<file path="src/hdl/hnms_pkg.sv">
// shared constants, codes and control types of the near-match search unit
package hnms_pkg;

  // store geometry
  localparam int MAX_ENTRIES = 4096;
  localparam int WORD_W      = 64;
  localparam int ROW_W       = 4 * WORD_W;
  localparam int ADDR_W      = (MAX_ENTRIES > 1) ? $clog2(MAX_ENTRIES) : 1;
  localparam int CNT_W       = $clog2(MAX_ENTRIES + 1);
  localparam int BIT_CNT_W   = $clog2(ROW_W);

  // field widths
  localparam int CFG_CNT_W   = 13;
  localparam int CFG_IDX_W   = 2;
  localparam int DIST_W      = 4;
  localparam int POP_W       = $clog2(WORD_W + 1);
  localparam int SUM_W       = $clog2(ROW_W + 1);

  // generator shift amounts and the output bit taken
  localparam int GEN_SHL     = 23;
  localparam int GEN_SHR_X   = 17;
  localparam int GEN_SHR_Y   = 26;
  localparam int GEN_BIT     = 32;

  // register indexes
  localparam logic [CFG_IDX_W-1:0] REG_SEED_FIRST  = 2'd0;
  localparam logic [CFG_IDX_W-1:0] REG_SEED_SECOND = 2'd1;
  localparam logic [CFG_IDX_W-1:0] REG_ENTRY_COUNT = 2'd2;

  // item commands
  localparam logic CMD_BUILD = 1'b0;
  localparam logic CMD_QUERY = 1'b1;

  // controller to datapath
  typedef struct packed {
    logic start_build;
    logic start_query;
    logic gen_step;
    logic issue;
    logic finish;
  } hnms_cmd_t;

  // datapath to controller
  typedef struct packed {
    logic build_done;
    logic issue_done;
    logic pipe_empty;
    logic hit;
    logic out_busy;
  } hnms_sts_t;

  // population count of one word as a tree of pairwise adds
  function automatic logic [POP_W-1:0] pop64(input logic [WORD_W-1:0] v);
    logic [1:0] l1 [32];
    logic [2:0] l2 [16];
    logic [3:0] l3 [8];
    logic [4:0] l4 [4];
    logic [5:0] l5 [2];
    for (int i = 0; i < 32; i++) l1[i] = {1'b0, v[2*i]} + {1'b0, v[2*i+1]};
    for (int i = 0; i < 16; i++) l2[i] = {1'b0, l1[2*i]} + {1'b0, l1[2*i+1]};
    for (int i = 0; i < 8; i++)  l3[i] = {1'b0, l2[2*i]} + {1'b0, l2[2*i+1]};
    for (int i = 0; i < 4; i++)  l4[i] = {1'b0, l3[2*i]} + {1'b0, l3[2*i+1]};
    for (int i = 0; i < 2; i++)  l5[i] = {1'b0, l4[2*i]} + {1'b0, l4[2*i+1]};
    return {1'b0, l5[0]} + {1'b0, l5[1]};
  endfunction

endpackage

</file>
<file path="src/hdl/hnms_ctrl.sv">
// controller state machine: sequences build, scan and result hand-off
module hnms_ctrl
  import hnms_pkg::*;
(
  input  logic      clk,
  input  logic      rst_n,
  input  logic      in_valid,
  input  logic      in_cmd,
  output logic      in_stall,
  input  hnms_sts_t sts,
  output hnms_cmd_t cmd
);

  typedef enum logic [3:0] {
    ST_IDLE  = 4'b0001,
    ST_BUILD = 4'b0010,
    ST_SCAN  = 4'b0100,
    ST_DONE  = 4'b1000
  } state_t;

  state_t state_r, state_nxt;

  // input is taken only between items
  assign in_stall = (state_r != ST_IDLE);

  // next state and commands
  always_comb begin
    state_nxt = state_r;
    cmd       = '0;
    case (state_r)
      ST_IDLE: begin
        if (in_valid) begin
          if (in_cmd == CMD_BUILD) begin
            cmd.start_build = 1'b1;
            state_nxt       = ST_BUILD;
          end else begin
            cmd.start_query = 1'b1;
            state_nxt       = ST_SCAN;
          end
        end
      end
      ST_BUILD: begin
        if (sts.build_done) begin
          state_nxt = ST_DONE;
        end else begin
          cmd.gen_step = 1'b1;
        end
      end
      ST_SCAN: begin
        if (sts.hit || (sts.issue_done && sts.pipe_empty)) begin
          state_nxt = ST_DONE;
        end else if (!sts.issue_done) begin
          cmd.issue = 1'b1;
        end
      end
      ST_DONE: begin
        if (!sts.out_busy) begin
          cmd.finish = 1'b1;
          state_nxt  = ST_IDLE;
        end
      end
      default: begin
        state_nxt = ST_IDLE;
      end
    endcase
  end

  // state register
  always_ff @(posedge clk) begin
    if (!rst_n) begin
      state_r <= ST_IDLE;
    end else begin
      state_r <= state_nxt;
    end
  end

endmodule

</file>
<file path="config.mk">
export PLATFORM = sky130hd
export DESIGN_NAME = hnms_ctrl
export DESIGN_NICKNAME = d
export VERILOG_FILES = /design/src/hdl/hnms_pkg.sv /design/src/hdl/hnms_ctrl.sv
export SDC_FILE = /design/constraint.sdc
export NUM_CORES = 1
export LEC_CHECK = 0
export ABC_AREA = 1
export BUFFER_PORTS_ARGS = -buffer_cell sky130_fd_sc_hd__buf_2
export CORE_AREA = 2 2 39 41
export DETAILED_ROUTE_END_ITERATION = 12
export DIE_AREA = 0 0 41 43
export GPL_TIMING_DRIVEN = 0
export HOLD_SLACK_MARGIN = 0.08
export PLACE_DENSITY_LB_ADDON = 0.3
export SYNTH_ARGS = -nofsm -noshare
export SYNTH_HDL_FRONTEND = slang
export SYNTH_SLANG_ARGS = --single-unit
</file>
<file path="constraint.sdc">
create_clock -name clk -period 1.15 [get_ports clk]
set_clock_uncertainty 0.15 [all_clocks]
set_input_delay 0.115 -clock clk [delete_from_list [all_inputs] [get_ports clk]]
set_output_delay 0.115 -clock clk [all_outputs]
set_load 0.02 [all_outputs]
</file>
# Yosys cells after proc, flatten, opt, wreduce, memory -nomap -nowiden
# Index checks and enable logic that the tools add are counted.
[word_totals]
ff_bits = 4
output_inout_bits = 6
wordCells = 30
[classes]
eq_ne = 9
muxes = 17
n_reduce_logical = 3
[op_table]
columns = ["cell", "count"]
rows = [
  ["two-way mux 4 bit", 4],
  ["case mux 4 bit (4 select lines)", 1],
  ["two-way mux 1 bit", 9],
  ["!= test 2 bit (second input constant)", 4],
  ["== test 4 x 1 -> 1 bit (second input constant)", 1],
  ["== test 4 x 2 -> 1 bit (second input constant)", 1],
  ["== test 4 x 3 -> 1 bit (second input constant)", 1],
  ["== test 4 bit (second input constant)", 1],
  ["two-way mux 2 bit", 2],
  ["!= test 4 x 1 -> 1 bit (second input constant)", 1],
  ["AND reduction 4 bit", 1],
  ["two-way mux 3 bit", 1],
  ["logical AND 1 bit", 1],
  ["logical OR 1 bit", 1],
]

# Depth between registers and ports, before layout
[depth]
word_depth = 4
ltp_mapped = 8
mapped_depth_nobuf = 8

# Worst setup path after synthesis
# No wires, ideal clock.
[synth_path]
kind = "flip-flop to output port"
from = "register state_r[3]"
to = "output port cmd[0] (netlist bit)"
t_arrival_ns = 1.115
required_time_ns = 0.885
setup_slack_ns = -0.230
stages_incl_launch_ff = 3
n_path_buf = 0
cell_sequence = "dfxtp_1 > inv_1 > nor4_1"
[synth_lines]
columns = ["item", "line_no", "source"]
rows = [
  ["from (decl)", "hnms_ctrl.sv:21", "state_t state_r, state_nxt;"],
  ["from (signal assigned)", "hnms_ctrl.sv:73", "state_r <= state_nxt;"],
  ["to (decl)", "hnms_ctrl.sv:11", "output hnms_cmd_t cmd"],
]

==> impl_results.md <==
- Synth area leader: dfxtp_1
- CP Depth: 6
- Core area: 0.001384 mm²
- Power Density: 1291 mW/mm²
- Largest stage delay, worst path: around 0.35 ns
- Yosys warning count: 0
- Post-Synthesis Cells: 56
- Bufs and invs on worst path: 2
- Maxcap violations: 0
- Yosys cell types: 13
- First-pass GRT wire length: 1.580 mm
- Failing checks: negative setup slack
- Crit-path max FO: 4
- Required time worst endpoint: between 0.8 and 0.9 ns
- Starting Density: 0.2269
- GR Util All Layers: 0.1317
- Drt initial violations: 3
- Worst hold-check path type: input port to flop
- Worst flop-to-flop path startpoint: state_r[2]$_SDFFE_PN0P_
- CP Capture Type: primary output
- Peak supply drop: 0.0007446 V
- Top cell type's share of synthesized area: 0.2550
- CTS tree: yes
- Setup Crit Path Kind: flop to primary output
- RSZ-0062 raised after global routing: yes
- Fin. Hold Viols: 0
- Post-Route Setup TNS: -2.063 ns
- Remaining DRCs: 0
- Clk Latency, worst-skew pair: about 0.24 ns
- Fin crit share: 1.242
- DRT Wirelength: ~910 µm
- Vias per Instance: approximately 4.3
- Register area: approximately 90 µm²
- Worst reg2reg path endpoint: state_r[3]$_SDFFE_PN0P_
- Synth Flop Type: dfxtp_1
- Slew margin rel.: 0.8484
- Async S/R FF share, synth: 0
- Post-synth top cells: inv_1 (13), nand2_1 (12), nor2_1 (12), dfxtp_1 (4)
- Share of cells above drive strength 1: 0.6512
- Vias in the first global route: 395
- Pre-CTS WS: -0.1339 ns
- Worst Max-Slew Pin Slew: between 0.2 and 0.25 ns
- Top-count cell post-synth: inv_1
- Remaining global-route overflow: 0
- Chip Width: about 41 µm
- Multi-input logic area: 252.7 µm²
- Hold Crit Start: sts[2]
- WP data arrival: 1.16 ns
- Total power: between 800 and 900 µW
- Register area share after synthesis: 0.2550
- I/O pins: 15
- FF-to-FF setup slack: -0.20 ns
- Area of the mapped netlist: ~310 µm²
- # port buffers: 14
- Post-synth EDFFs: 0
- Slowest CP cell: dfxtp_4
- Largest register FFs: 4
- Antenna Nets Post-Route: 0
- Achievable Freq: approximately 0.70 GHz
- DR pass1 iterations: 2
- Yosys reg bits: 4
- Top Family by Delay on Critical Path: simple AND/OR/NAND/NOR gates
- Status: finished with violations
- Synth Area per Inst: 5.608 µm²
- CTS buffer count: 3
- Largest registers: state_r: 4 flops
- Clk buf depth: 2
- Hold EP: state_r[2]$_SDFFE_PN0P_
- Leak: ~0.00033 µW
- Clock transition at path regs: about 0.040 ns
- Root Driver: clkbuf_4
- Num Clock Sinks: 4
- Register name with the most flops: state_r
- Die footprint: 0.001763 mm²
- Layout net count: 96
- H-tree depth: 1
- Cell Chain, Critical Path: nor2_4 -> nand2_4 -> nor2_2 -> nand2_1 -> inv_2 -> buf_6
- Routed wire length per instance: just under 9 µm
- FP Rows: 14
- Via count: 437
- Slew Viols, Final: 0
- Syn_nets: 65
- Die height: approximately 43 µm
- Crit start category: flop
- Area growth from synthesis to layout: 104.0%
- Finish-stage setup viols: 10
- Fill cells: between 100 and 150
- Largest net degree at the start of global routing: 5
- Post-DP HPWL: 631.9 µm
- Area contributors post-synth: dfxtp_1 (25%), inv_1 (16%), nand2_1 (14%), nor2_1 (14%), nand3_2 (6.4%)
- Final worst slack: -0.2784 ns
- Reg2reg path depth: 8
- Routability cong.: 0.7412
- Hold Crit Depth: 4
- Final min period: roughly 1.4 ns
- Antenna Cells: 0
- Initial antenna violation count: 0
## final cells by class
class                   instances  area share
clock buffers                   4     0.04102
multi-input cells              39      0.3945
repair buffers                 26      0.3125
well taps                      16     0.03125
flip-flops and latches          4      0.1445
inverters                      13     0.07617
## worst max-delay path by stage
stage / startpoint / to
global placement: state_r[1]$_SDFFE_PN0P_ / cmd[1]
global route: state_r[2]$_SDFFE_PN0P_ / cmd[3]
finish: state_r[2]$_SDFFE_PN0P_ / cmd[3]
floorplan: state_r[2]$_SDFFE_PN0P_ / cmd[1]
CTS: state_r[1]$_SDFFE_PN0P_ / cmd[1]
detailed placement: state_r[1]$_SDFFE_PN0P_ / cmd[1]
## per-layer routing
metal	routed length [µm]	share of wire	vias up	track usage
met5	0	0	-	0
met2	480	0.53	14	0.2250
met3	68	0.075	0	0.06806
met4	0	0	0	0.02000
met1	357	0.39	192	0.1387
li1	-	-	231	-
## what timing repair did
action,4_1_cts,5_1_grt
pin swaps,6,8
endpoints found under the setup margin,10,10
endpoints found under the hold margin,4,0
resized for setup,19,12
setup buffers,8,6
hold buffers,1,0
## layout by cell type (no fill, tap or decap), types with 3 or more instances in the layout
cell      synthesis  layout
buf_2             0       8
buf_4             0      11
nand2_1          12      10
buf_6             0       6
dfxtp_4           0       3
nor2_2            3       7
inv_2             0       5
nor2_1           12       5
clkbuf_4          0       3
nor2_4            0       3
inv_1            13       8
## power by group
part / leakage [µW] / total, µW / switching [µW] / internal (µW)
registers: 0.0000349 / 193 / 28.3 / 165
clock network: 0.0000150 / 191 / 60.9 / 130
logic: 0.000282 / 442 / 224 / 218
## stage by stage
step	utilization	hold slack, ns	instances	area, µm²
finish	0.4629	0.09397	102	640.6
global placement	0.3174	0.2151	86	439.2
global route	0.4629	0.1041	102	640.6
detailed placement	0.3174	0.2114	86	439.2
floorplan	-	0.07817	56	349.1
CTS	0.4150	0.01754	97	574.3
## cells by family (layout without fill, tap and decap cells)
group                  after synthesis  after routing  share of synthesized area
flip-flops                           4              4                     0.2550
AND/OR/NAND/NOR                     36             36                     0.5419
AO/OA/AOI/OAI                        3              3                    0.04779
buffers and inverters               13             43                     0.1554
## worst min-delay path: stages
cell	delay, ns
buf_2	0.07
nand2_1	0.05
nand4_1	0.14
a21oi_2	0.06
Power figures use the tool's default switching activity.
